`src/rtl/i2cmbs_pkg.sv`:
```
// ----------------------------------------------------------------------------
// i2cmbs_pkg
// Shared types, constants and the microcode ROM of the I2C master bit engine.
// ----------------------------------------------------------------------------
package i2cmbs_pkg;

    localparam int BYTE_BITS = 8;
    localparam int BIT_CW    = $clog2(BYTE_BITS);
    localparam int UC_AW     = 5;
    localparam int CFG_AW    = 3;
    localparam int CFG_DW    = 32;
    localparam int WAIT_W    = 16;

    localparam logic [WAIT_W-1:0] WAIT_RESET = WAIT_W'(144);
    localparam logic [WAIT_W-1:0] WAIT_MIN   = WAIT_W'(1);

    // register index taken from paddr
    localparam logic [CFG_AW-3:0] REG_WAIT_CYCLES = '0;

    typedef enum logic [2:0] {
        OP_START   = 3'd0,
        OP_STOP    = 3'd1,
        OP_WRITE   = 3'd2,
        OP_READ    = 3'd3,
        OP_WAITACK = 3'd4,
        OP_ACK     = 3'd5,
        OP_NACK    = 3'd6,
        OP_NONE    = 3'd7
    } t_opcode;

    typedef enum logic [1:0] {
        SCL_KEEP,
        SCL_LO,
        SCL_HI
    } t_scl_op;

    typedef enum logic [1:0] {
        SDA_KEEP,
        SDA_LO,
        SDA_HI,
        SDA_BIT
    } t_sda_op;

    typedef enum logic [1:0] {
        OWN_KEEP,
        OWN_SET,
        OWN_CLR
    } t_own_op;

    typedef struct packed {
        t_scl_op          scl;
        t_sda_op          sda;
        t_own_op          own;
        logic             wait_after;
        logic             last;
        logic             shift_clr;
        logic             shift_in;
        logic             rd_out;
        logic             ack_out;
        logic             loop;      // per-bit loop end: jump back until last bit
        logic [UC_AW-1:0] target;
    } t_ucode;

    // program entry points
    localparam logic [UC_AW-1:0] UC_START   = UC_AW'(0);
    localparam logic [UC_AW-1:0] UC_STOP    = UC_AW'(4);
    localparam logic [UC_AW-1:0] UC_WRITE   = UC_AW'(8);
    localparam logic [UC_AW-1:0] UC_READ    = UC_AW'(12);
    localparam logic [UC_AW-1:0] UC_WAITACK = UC_AW'(15);
    localparam logic [UC_AW-1:0] UC_ACK     = UC_AW'(18);
    localparam logic [UC_AW-1:0] UC_NACK    = UC_AW'(22);

    function automatic logic [UC_AW-1:0] f_entry(input t_opcode op);
        logic [UC_AW-1:0] a;
        case (op)
            OP_START:   a = UC_START;
            OP_STOP:    a = UC_STOP;
            OP_WRITE:   a = UC_WRITE;
            OP_READ:    a = UC_READ;
            OP_WAITACK: a = UC_WAITACK;
            OP_ACK:     a = UC_ACK;
            OP_NACK:    a = UC_NACK;
            default:    a = UC_START;
        endcase
        return a;
    endfunction

    function automatic t_ucode f_ucode(input logic [UC_AW-1:0] a);
        t_ucode u;
        u.scl        = SCL_KEEP;
        u.sda        = SDA_KEEP;
        u.own        = OWN_KEEP;
        u.wait_after = 1'b0;
        u.last       = 1'b0;
        u.shift_clr  = 1'b0;
        u.shift_in   = 1'b0;
        u.rd_out     = 1'b0;
        u.ack_out    = 1'b0;
        u.loop       = 1'b0;
        u.target     = '0;
        case (a)
            // start
            UC_AW'(0):  begin u.own = OWN_SET; u.sda = SDA_HI; end
            UC_AW'(1):  begin u.scl = SCL_HI; u.wait_after = 1'b1; end
            UC_AW'(2):  begin u.sda = SDA_LO; u.wait_after = 1'b1; end
            UC_AW'(3):  begin u.scl = SCL_LO; u.last = 1'b1; end
            // stop
            UC_AW'(4):  begin u.own = OWN_SET; u.sda = SDA_LO; end
            UC_AW'(5):  begin u.scl = SCL_LO; u.wait_after = 1'b1; end
            UC_AW'(6):  begin u.scl = SCL_HI; u.wait_after = 1'b1; end
            UC_AW'(7):  begin u.sda = SDA_HI; u.last = 1'b1; end
            // write
            UC_AW'(8):  begin u.own = OWN_SET; u.scl = SCL_LO; u.wait_after = 1'b1; end
            UC_AW'(9):  begin u.sda = SDA_BIT; u.wait_after = 1'b1; end
            UC_AW'(10): begin u.scl = SCL_HI; u.wait_after = 1'b1; end
            UC_AW'(11): begin
                u.scl    = SCL_LO;
                u.loop   = 1'b1;
                u.target = UC_AW'(9);
            end
            // read
            UC_AW'(12): begin u.own = OWN_CLR; u.shift_clr = 1'b1; u.wait_after = 1'b1; end
            UC_AW'(13): begin u.scl = SCL_HI; u.wait_after = 1'b1; end
            UC_AW'(14): begin
                u.scl      = SCL_LO;
                u.shift_in = 1'b1;
                u.rd_out   = 1'b1;
                u.loop     = 1'b1;
                u.target   = UC_AW'(13);
            end
            // wait for ack
            UC_AW'(15): begin u.own = OWN_CLR; u.sda = SDA_HI; end
            UC_AW'(16): begin u.scl = SCL_HI; u.wait_after = 1'b1; end
            UC_AW'(17): begin u.scl = SCL_LO; u.ack_out = 1'b1; u.last = 1'b1; end
            // ack
            UC_AW'(18): begin u.own = OWN_SET; u.scl = SCL_LO; end
            UC_AW'(19): begin u.sda = SDA_LO; u.wait_after = 1'b1; end
            UC_AW'(20): begin u.scl = SCL_HI; u.wait_after = 1'b1; end
            UC_AW'(21): begin u.scl = SCL_LO; u.last = 1'b1; end
            // nack: SDA released high for the clock pulse
            UC_AW'(22): begin
                u.own        = OWN_CLR;
                u.sda        = SDA_HI;
                u.scl        = SCL_LO;
                u.wait_after = 1'b1;
            end
            UC_AW'(23): begin u.scl = SCL_HI; u.wait_after = 1'b1; end
            UC_AW'(24): begin u.scl = SCL_LO; u.last = 1'b1; end
            default:    begin u.last = 1'b1; end
        endcase
        return u;
    endfunction

endpackage

```
`src/rtl/i2cmbs_cfg.sv`:
```
// ----------------------------------------------------------------------------
// i2cmbs_cfg
// APB register slice holding the wait length; zero is stored as one.
// ----------------------------------------------------------------------------
module i2cmbs_cfg (
    input  logic                             i_clk,
    input  logic                             i_rst_n,
    input  logic                             psel,
    input  logic                             penable,
    input  logic                             pwrite,
    input  logic [i2cmbs_pkg::CFG_AW-1:0]    paddr,
    input  logic [i2cmbs_pkg::CFG_DW-1:0]    pwdata,
    output logic [i2cmbs_pkg::CFG_DW-1:0]    prdata,
    output logic                             pready
);
    import i2cmbs_pkg::*;

    logic [WAIT_W-1:0]   r_wait;
    logic [WAIT_W-1:0]   n_wait;
    logic [CFG_AW-3:0]   reg_idx;
    logic                wr_en;

    assign reg_idx = paddr[CFG_AW-1:2];
    assign wr_en   = psel && penable && pwrite && (reg_idx == REG_WAIT_CYCLES);
    assign pready  = 1'b1;

    always_comb begin
        n_wait = r_wait;
        if (wr_en) begin
            n_wait = (pwdata[WAIT_W-1:0] == '0) ? WAIT_MIN : pwdata[WAIT_W-1:0];
        end
    end

    always_ff @(posedge i_clk) begin
        if (!i_rst_n) begin
            r_wait <= WAIT_RESET;
        end else begin
            r_wait <= n_wait;
        end
    end

    assign prdata = (reg_idx == REG_WAIT_CYCLES) ? CFG_DW'(r_wait) : '0;

endmodule

```
`src/rtl/i2c_master_bit_sequencer.sv`:
```
// ----------------------------------------------------------------------------
// i2c_master_bit_sequencer
// Microcoded I2C master bit engine: one command in, a run of line phases out.
// ----------------------------------------------------------------------------
// Usage:
//   Input channel (i_valid / o_stall) carries one command per transfer:
//   opcode, write_byte and bus_bits (SDA samples, MSB first; bit 0 for ack).
//   Output channel (o_valid / i_stall) carries one line phase per transfer:
//   SCL level, SDA drive/level, wait flag, read byte, ack flag, last marker.
//   Phases per command: start 4, stop 4, write 25, read 17, wait-ack 3,
//   ack 4, nack 3; opcode 7 is dropped and emits nothing.
//   Throughput: one phase per cycle while the receiver does not stall; the
//   microcode step counter is the pacing element. The first phase is
//   registered after the command has loaded the step counter; o_stall is
//   high while a command is running, and the next command is taken as soon
//   as its last phase has been produced (even if that phase still waits
//   at the output).
//   A stalled receiver freezes the step counter; the phase stays on the port.
//   Reset: SCL and SDA latch high, SDA released, no command in flight,
//   wait length 144. The wait length is written and read back over the APB
//   port; the sequencer itself does not use it to pace its phases.
// ----------------------------------------------------------------------------
module i2c_master_bit_sequencer (
    input  logic                             i_clk,
    input  logic                             i_rst_n,
    // command channel
    input  logic                             i_valid,
    output logic                             o_stall,
    input  logic [2:0]                       i_opcode,
    input  logic [i2cmbs_pkg::BYTE_BITS-1:0] i_write_byte,
    input  logic [i2cmbs_pkg::BYTE_BITS-1:0] i_bus_bits,
    // phase channel
    output logic                             o_valid,
    input  logic                             i_stall,
    output logic                             o_scl_level,
    output logic                             o_sda_drive,
    output logic                             o_sda_level,
    output logic                             o_wait_after,
    output logic [i2cmbs_pkg::BYTE_BITS-1:0] o_read_data,
    output logic                             o_ack_ok,
    output logic                             o_last,
    // configuration
    input  logic                             psel,
    input  logic                             penable,
    input  logic                             pwrite,
    input  logic [i2cmbs_pkg::CFG_AW-1:0]    paddr,
    input  logic [i2cmbs_pkg::CFG_DW-1:0]    pwdata,
    output logic [i2cmbs_pkg::CFG_DW-1:0]    prdata,
    output logic                             pready
);
    import i2cmbs_pkg::*;

    i2cmbs_cfg u_cfg (
        .i_clk   (i_clk),
        .i_rst_n (i_rst_n),
        .psel    (psel),
        .penable (penable),
        .pwrite  (pwrite),
        .paddr   (paddr),
        .pwdata  (pwdata),
        .prdata  (prdata),
        .pready  (pready)
    );

    // sequencer control
    logic                 r_busy;
    logic [UC_AW-1:0]     r_pc;
    logic [BIT_CW-1:0]    r_bit;
    logic                 r_out_valid;
    // command operands, shifted MSB first as bits are used
    logic [BYTE_BITS-1:0] r_wb;
    logic [BYTE_BITS-1:0] r_bus;
    // bus line state; also drives the level outputs of the current phase
    logic                 r_scl;
    logic                 r_sda;
    logic                 r_own;
    logic [BYTE_BITS-1:0] r_shift;
    // per-phase flags
    logic                 r_wait_after;
    logic                 r_last;
    logic [BYTE_BITS-1:0] r_rd;
    logic                 r_ack;

    logic                 n_scl;
    logic                 n_sda;
    logic                 n_own;
    logic [BYTE_BITS-1:0] n_shift;
    logic                 n_wait_after;
    logic                 n_last;

    t_ucode               uc;
    logic                 accept;
    logic                 step;
    logic                 loop_back;
    logic                 cmd_done;

    assign accept    = i_valid && !r_busy;
    assign step      = r_busy && (!r_out_valid || !i_stall);
    assign uc        = f_ucode(r_pc);
    // a loop step repeats until the last bit of the byte
    assign loop_back = uc.loop && (r_bit != BIT_CW'(BYTE_BITS - 1));
    assign cmd_done  = uc.last || (uc.loop && !loop_back);

    // datapath driven by the control word
    always_comb begin
        n_scl = r_scl;
        case (uc.scl)
            SCL_LO:  n_scl = 1'b0;
            SCL_HI:  n_scl = 1'b1;
            default: n_scl = r_scl;
        endcase

        n_sda = r_sda;
        case (uc.sda)
            SDA_LO:  n_sda = 1'b0;
            SDA_HI:  n_sda = 1'b1;
            SDA_BIT: n_sda = r_wb[BYTE_BITS-1];
            default: n_sda = r_sda;
        endcase

        n_own = r_own;
        case (uc.own)
            OWN_SET: n_own = 1'b1;
            OWN_CLR: n_own = 1'b0;
            default: n_own = r_own;
        endcase

        n_shift = r_shift;
        if (uc.shift_clr) begin
            n_shift = '0;
        end else if (uc.shift_in) begin
            n_shift = {r_shift[BYTE_BITS-2:0], r_bus[BYTE_BITS-1]};
        end

        // loop steps wait between bits and end the command after the last
        n_wait_after = uc.loop ? loop_back : uc.wait_after;
        n_last       = cmd_done;
    end

    always_ff @(posedge i_clk) begin
        if (!i_rst_n) begin
            r_busy       <= 1'b0;
            r_pc         <= '0;
            r_bit        <= '0;
            r_out_valid  <= 1'b0;
            r_scl        <= 1'b1;
            r_sda        <= 1'b1;
            r_own        <= 1'b0;
            r_shift      <= '0;
            r_wait_after <= 1'b0;
            r_last       <= 1'b0;
            r_rd         <= '0;
            r_ack        <= 1'b0;
        end else begin
            if (accept) begin
                // unused opcode is taken and dropped
                r_busy <= (t_opcode'(i_opcode) != OP_NONE);
                r_pc   <= f_entry(t_opcode'(i_opcode));
                r_bit  <= '0;
                r_wb   <= i_write_byte;
                r_bus  <= i_bus_bits;
            end

            if (step) begin
                r_out_valid  <= 1'b1;
                r_scl        <= n_scl;
                r_sda        <= n_sda;
                r_own        <= n_own;
                r_shift      <= n_shift;
                r_wait_after <= n_wait_after;
                r_last       <= n_last;
                r_rd         <= (uc.rd_out && cmd_done) ? n_shift : '0;
                r_ack        <= uc.ack_out && !r_bus[0];

                if (uc.shift_in) begin
                    r_bus <= {r_bus[BYTE_BITS-2:0], 1'b0};
                end

                if (cmd_done) begin
                    r_busy <= 1'b0;
                end else if (loop_back) begin
                    r_pc  <= uc.target;
                    r_bit <= r_bit + BIT_CW'(1);
                    r_wb  <= {r_wb[BYTE_BITS-2:0], 1'b0};
                end else begin
                    r_pc <= r_pc + UC_AW'(1);
                end
            end else if (r_out_valid && !i_stall) begin
                r_out_valid <= 1'b0;
            end
        end
    end

    assign o_stall      = r_busy;
    assign o_valid      = r_out_valid;
    assign o_scl_level  = r_scl;
    assign o_sda_drive  = r_own;
    assign o_sda_level  = r_own ? r_sda : 1'b1;
    assign o_wait_after = r_wait_after;
    assign o_read_data  = r_rd;
    assign o_ack_ok     = r_ack;
    assign o_last       = r_last;

endmodule

```
`config.mk`:
```
export PLATFORM = sky130hd
export DESIGN_NAME = i2c_master_bit_sequencer
export DESIGN_NICKNAME = d
export VERILOG_FILES = /design/src/rtl/i2cmbs_pkg.sv /design/src/rtl/i2cmbs_cfg.sv /design/src/rtl/i2c_master_bit_sequencer.sv
export SDC_FILE = /design/constraint.sdc
export NUM_CORES = 1
export LEC_CHECK = 0
export BUFFER_PORTS_ARGS = -buffer_cell sky130_fd_sc_hd__buf_2
export CORE_AREA = 10 10 101 103
export CTS_CLUSTER_DIAMETER = 40
export CTS_CLUSTER_SIZE = 10
export DETAILED_ROUTE_END_ITERATION = 6
export DIE_AREA = 0 0 111 113
export GPL_ROUTABILITY_DRIVEN = 0
export PLACE_DENSITY = 0.68
export SLEW_MARGIN = 25
export SYNTH_ARGS = -nofsm -noshare
export SYNTH_HDL_FRONTEND = slang
export SYNTH_SLANG_ARGS = --single-unit
```
`constraint.sdc`:
```
create_clock -name i_clk -period 2.4 [get_ports i_clk]
set_input_delay 0.48 -clock i_clk [delete_from_list [all_inputs] [get_ports i_clk]]
set_output_delay 0.48 -clock i_clk [all_outputs]
set_load 0.005 [all_outputs]
```
Yosys cells after proc, flatten, opt, wreduce, memory -nomap -nowiden:

Cells that the tools add are included.

* $add $sub $neg: 2
* equality and inequality tests: 39
* bitwise gates (word level): 1
* muxes and demuxes: 40
* reduce and logical (&&, ||, !) cells: 34

Operator list (number)
* 2-to-1 mux 8 bit: 10
* == test 5 bit, second input constant: 9
* == test 5 x 4 -> 1 bit, second input constant: 8
* 2-to-1 mux 16 bit: 2
* one-hot mux 5 bit (6 select lines): 1
* == test 5 x 3 -> 1 bit, second input constant: 4
* 2-to-1 mux 5 bit: 4
* OR reduction 20 bit: 1
* logical NOT 16 bit: 1
* OR reduction 14 bit: 1
* 2-to-1 mux 3 bit: 4
* one-hot mux 6 bit (2 select lines): 1
* 2-to-1 mux 1 bit: 11
* == test 5 x 2 -> 1 bit, second input constant: 2
* logical AND 1 bit: 10
* OR reduction 10 bit: 1
* == test 3 bit, second input constant: 3
* == test 2 bit, second input constant: 4
* one-hot mux 2 bit (2 select lines): 2
* OR reduction 4 bit: 2
* OR reduction 7 bit: 1
* == test 2 x 1 -> 1 bit, second input constant: 3
* == test 3 x 2 -> 1 bit, second input constant: 2
* != test 3 bit, second input constant: 2
* 16 further kinds: 27

* word-level logic and storage cells: 131
* bits of input ports: 61
* output and inout bits: 49
* bits in registers: 64

Logic depth before layout (Yosys ltp):

* depth in word-level cells: 8
* mapped depth: 11
* mapped depth without buffers: 10

By module:

From an unflattened synthesis, not the netlist that was laid out.

* cell total of the unflattened synthesis: 412
* area, all modules: 3718.6 µm²

By module, submodules not included
* i2c_master_bit_sequencer: area an instance 2777.7 µm², seq. area each 1101.1 µm², times used 1, cells an instance 301
* i2cmbs_cfg: area an instance 940.9 µm², seq. area each 320.3 µm², times used 1, cells an instance 111

Worst setup path after synthesis:

Ideal clock, no wire load.

* path type: register -> register
* from: register r_pc[0]
* to: register r_scl (netlist: o_scl_level)
* setup time: 137 ps
* path slack: 185 ps
* arrival time: 2078 ps
* stages on the path, launching flop included: 11
* period minus slack after synthesis: 2215 ps
* data required time: 2263 ps
* path buffers: 1
* path through: dfxtp_1 inv_1 ha_1 buf_2 mux2_2 o2bb2ai_1 a41oi_2 nand2_1 ha_1 o21ai_0 nand3_1

* word-level cells in the longest chain between the ends: 6

Ends and longest elaborated chain
* start: declaration: line i2c_master_bit_sequencer.sv:67 `logic [UC_AW-1:0] r_pc;`
* start signal: assignment: line i2c_master_bit_sequencer.sv:158 `r_pc <= f_entry(t_opcode'(i_opcode));`
* start signal: assignment: line i2c_master_bit_sequencer.sv:182 `r_pc <= uc.target;`
* start signal: assignment: line i2c_master_bit_sequencer.sv:186 `r_pc <= r_pc + UC_AW'(1);`
* == test 5 bit, or another cell as far along: line i2cmbs_pkg.sv:101 `case (a)`
* OR reduction 10 bit (no line) / OR reduction 7 bit (equally long branches)
* one-hot mux 2 bit (2 select lines) *: line i2cmbs_pkg.sv:101
* == test 2 bit / == test 2 x 1 -> 1 bit (equally long branches): line i2c_master_bit_sequencer.sv:107 `case (uc.scl)`
* nonzero test 2 bit (no line)
* AND reduction 2 bit (no line)
* end signal: assignment: line i2c_master_bit_sequencer.sv:166 `r_scl <= n_scl;`
* end: declaration: line i2c_master_bit_sequencer.sv:74 `logic r_scl;`

Every way passes the cells marked *; elsewhere a longest branch is shown, timed or not.
A chain may end at the register's enable or synchronous reset.

Final worst setup path:

* from: register r_pc[2]
* to: register r_pc[3]

* word-level cells in the longest chain between the ends: 8

Ends and longest elaborated chain
* == test 5 x 4 -> 1 bit: line i2cmbs_pkg.sv:101
* one-hot mux 6 bit (2 select lines): line i2cmbs_pkg.sv:101
* logical AND 1 bit: line i2c_master_bit_sequencer.sv:101 `assign loop_back = uc.loop && (r_bit != BIT_CW'(BYTE_BITS - 1));`
* logical NOT 1 bit: line i2c_master_bit_sequencer.sv:102 `assign cmd_done = uc.last || (uc.loop && !loop_back);`
* logical AND 1 bit: line i2c_master_bit_sequencer.sv:102
* logical OR 1 bit: line i2c_master_bit_sequencer.sv:102
* 2-to-1 mux 5 bit *: line i2c_master_bit_sequencer.sv:179 `if (cmd_done) begin`
* 2-to-1 mux 5 bit *: line i2c_master_bit_sequencer.sv:164 `if (step) begin`

Marks and branches as above.

==> run summary <==
Hold Vio Cnt, Final: 0
drt drc: 0
outcome: complete, no violations
CP Launch Type: flip-flop
Peak VDD IR: 0.450 mV
placed cells: 582
Slew Limit Fails: 0
top cells by area, synth: dfxtp_1 (27%), edfxtp_1 (14%), nand2_1 (8.8%)
largest net degree at the start of global routing: 26
Num CTS Buffers: 9
antenna diode count: 0
vias in the first global route: 2996
Slew headroom: 51.6%
initial DRC count: 181
I/O pin count: 110
Crit. End Element: flip-flop
Worst Max-Slew Pin Slew: 726 ps
die area: 12500 um2
setup ws final: 216 ps
fin crit share: 91.0%
global router's overall resource usage: 13.5%
clock root buffer: clkbuf_8
clk buf depth: 2
Switching Share: 34.4%
GRT overflow: 0
Post-synth top flop: dfxtp_1
CP Max Fanout: 18
first-pass GRT wire length: 14500 um
pre-CTS setup slack: 181 ps
DR vias/cell: 5.15
Pint: 2.04 mW
WL per Instance: 14.8 um
Syn Std Cell Area: 3470 um2
Max-Cap Viols: 0
HPWL Detailed: 6530 um
# rows: 33
NumNets Final: 558
initial antenna violation count: 0
Starting Density: 42.7%
Post-synth top cells: nand2_1 (81), dfxtp_1 (47), a21oi_1 (32), nor2_1 (30), o21ai_0 (23)
Mean Syn Cell Area: 8.41 um2
clock share of power: 31.0%
Final min period: 2180 ps
layout cells sized above 1: 24.9%
PortBufs: 74
TNS Setup: 0 ps
Synth cell types: 55
Min-Delay Path Class: in2reg
CTS tree: done
share of flip-flops with an asynchronous set or reset: 0%
worst hold slack: 377 ps
combinational fraction of design power: 27.9%
CTS H-tree lvls: 3
Critical Setup Path Class: reg2reg
CP Data Required Time: 2670 ps
Arrival @ worst endpoint: 2450 ps
WHS Path Cells: 3
P_leak: 1.66 nW
Total Routed Length: 8840 um
count leader, synth: nand2_1
RSZ-0062 raised after global routing: no
clock slew at reported path FFs: 90 ps
Die H: 113 um
FILL cells: 810
sw power: 1.07 mW
Synth top area share: 27.1%
pwr dens: 755 nW/um2
Yosys top cell by area: dfxtp_1
Clock Latency Late Sink: 350 ps
antenna viol nets, final: 0
post-CTS setup buffers: 0
final setup violation count: 0
register area share after synthesis: 40.9%
EDFF count, synth: 16
synth warn: 0
Synth Register Bits: 63
P&R area growth vs syn: 18.7%
cell count of the worst reg-to-reg path: 5
Synth Instances: 413
DR vias: 3077
Worst Clk Skew: 21.1 ps
Fmax: 458 MHz
1st-pass router iterations: 4
clock sinks: 63
sequential power share: 41.1%
die width: 111 um
Finished Layout Cells: 598
Core Area: 8130 um2
-- power by group through the flow --
stage          logic, mW  clock network, mW  registers [mW]
2_1_floorplan      0.674                  0            1.26
3_3_place_gp       0.850                  0            1.30
3_5_place_dp       0.870                  0            1.30
4_1_cts            0.872              0.981            1.28
5_1_grt            0.973               1.03            1.30
6_report           0.868              0.964            1.28
-- flip-flops by register name, indices dropped and copies added, names as in the netlist --
register and flops:
u_cfg.r_wait 16, o_read_data 8, r_bus 8, r_wb 8, r_shift 7, r_pc 5
r_bit 3, o_ack_ok 1, o_last 1, o_scl_level 1, o_sda_drive 1, o_stall 1
o_valid 1, o_wait_after 1, r_sda 1
-- layout by cell type, fill, tap and decap left out, types with 11 or more instances in the layout --
master	Yosys	layout
nand2_1	81	81
buf_2	4	74
dfxtp_1	47	47
a21oi_1	32	32
nor2_1	30	30
o21ai_0	23	23
nor2b_1	18	17
conb_1	2	17
edfxtp_1	16	16
buf_4	19	14
nand3_1	13	13
mux2i_1	12	12
a31oi_1	11	11
-- layer usage --
metal	global-route usage, %	share of wire [%]	vias to the layer above
met5	0	0	-
met4	4.34	0.81	0
met3	3.96	5.6	5
met2	22.6	50	75
met1	16.3	43	1438
li1	-	-	1559
-- worst max-delay path: stages, from the launching register on --
cell and delay (ps):
dfxtp_1 800, mux2i_2 430, nor2_1 140, a21o_1 240
a21o_1 220, a221oi_2 260
-- metrics by stage --
| step | utilization, % | power [mW] | area (um2) |
|---|---|---|---|
| floorplan | - | 1.93 | 3530 |
| global placement | 48.2 | 2.15 | 3920 |
| detailed placement | 48.2 | 2.17 | 3920 |
| CTS | 50.7 | 3.13 | 4120 |
| global route | 50.7 | 3.30 | 4120 |
| finish | 50.7 | 3.11 | 4120 |
-- layout make-up --
type | instances | area, um2 | share of cell area [%]
Clock buffer | 9 | 124 | 3.00
Timing Repair Buffer | 88 | 475 | 11.5
Clock inverter | 7 | 78.8 | 1.91
Inverter | 6 | 22.5 | 0.546
Tap cell | 105 | 131 | 3.19
Multi-Input combinational cell | 320 | 1870 | 45.3
Sequential cell | 63 | 1420 | 34.5
-- logic make-up after synthesis --
kind of cell	synth area share [%]
xor+xnor	1.01
buf+inv	7.06
mux	4.50
compound gates	18.8
flops	40.9
fa+ha+maj	3.24
simple gates	24.3
other cells	0.216
-- repair_timing --
action                                  in CTS  in global routing
gates resized for setup                      0                  1
endpoints found under the setup margin       0                  1
hold buffers                                 0                  0
-- worst paths after layout --
kind / slack (ps) / from / to
setup / recovery: 220 / r_pc[2] / r_pc[3]
hold / removal: 380 / pwdata[14] / u_cfg.r_wait[14]
setup reg to reg: 220 / r_pc[2] / r_pc[3]
hold reg to reg: 440 / o_read_data[0] / o_read_data[0]
No activity file was read; power rests on OpenSTA's default activity.
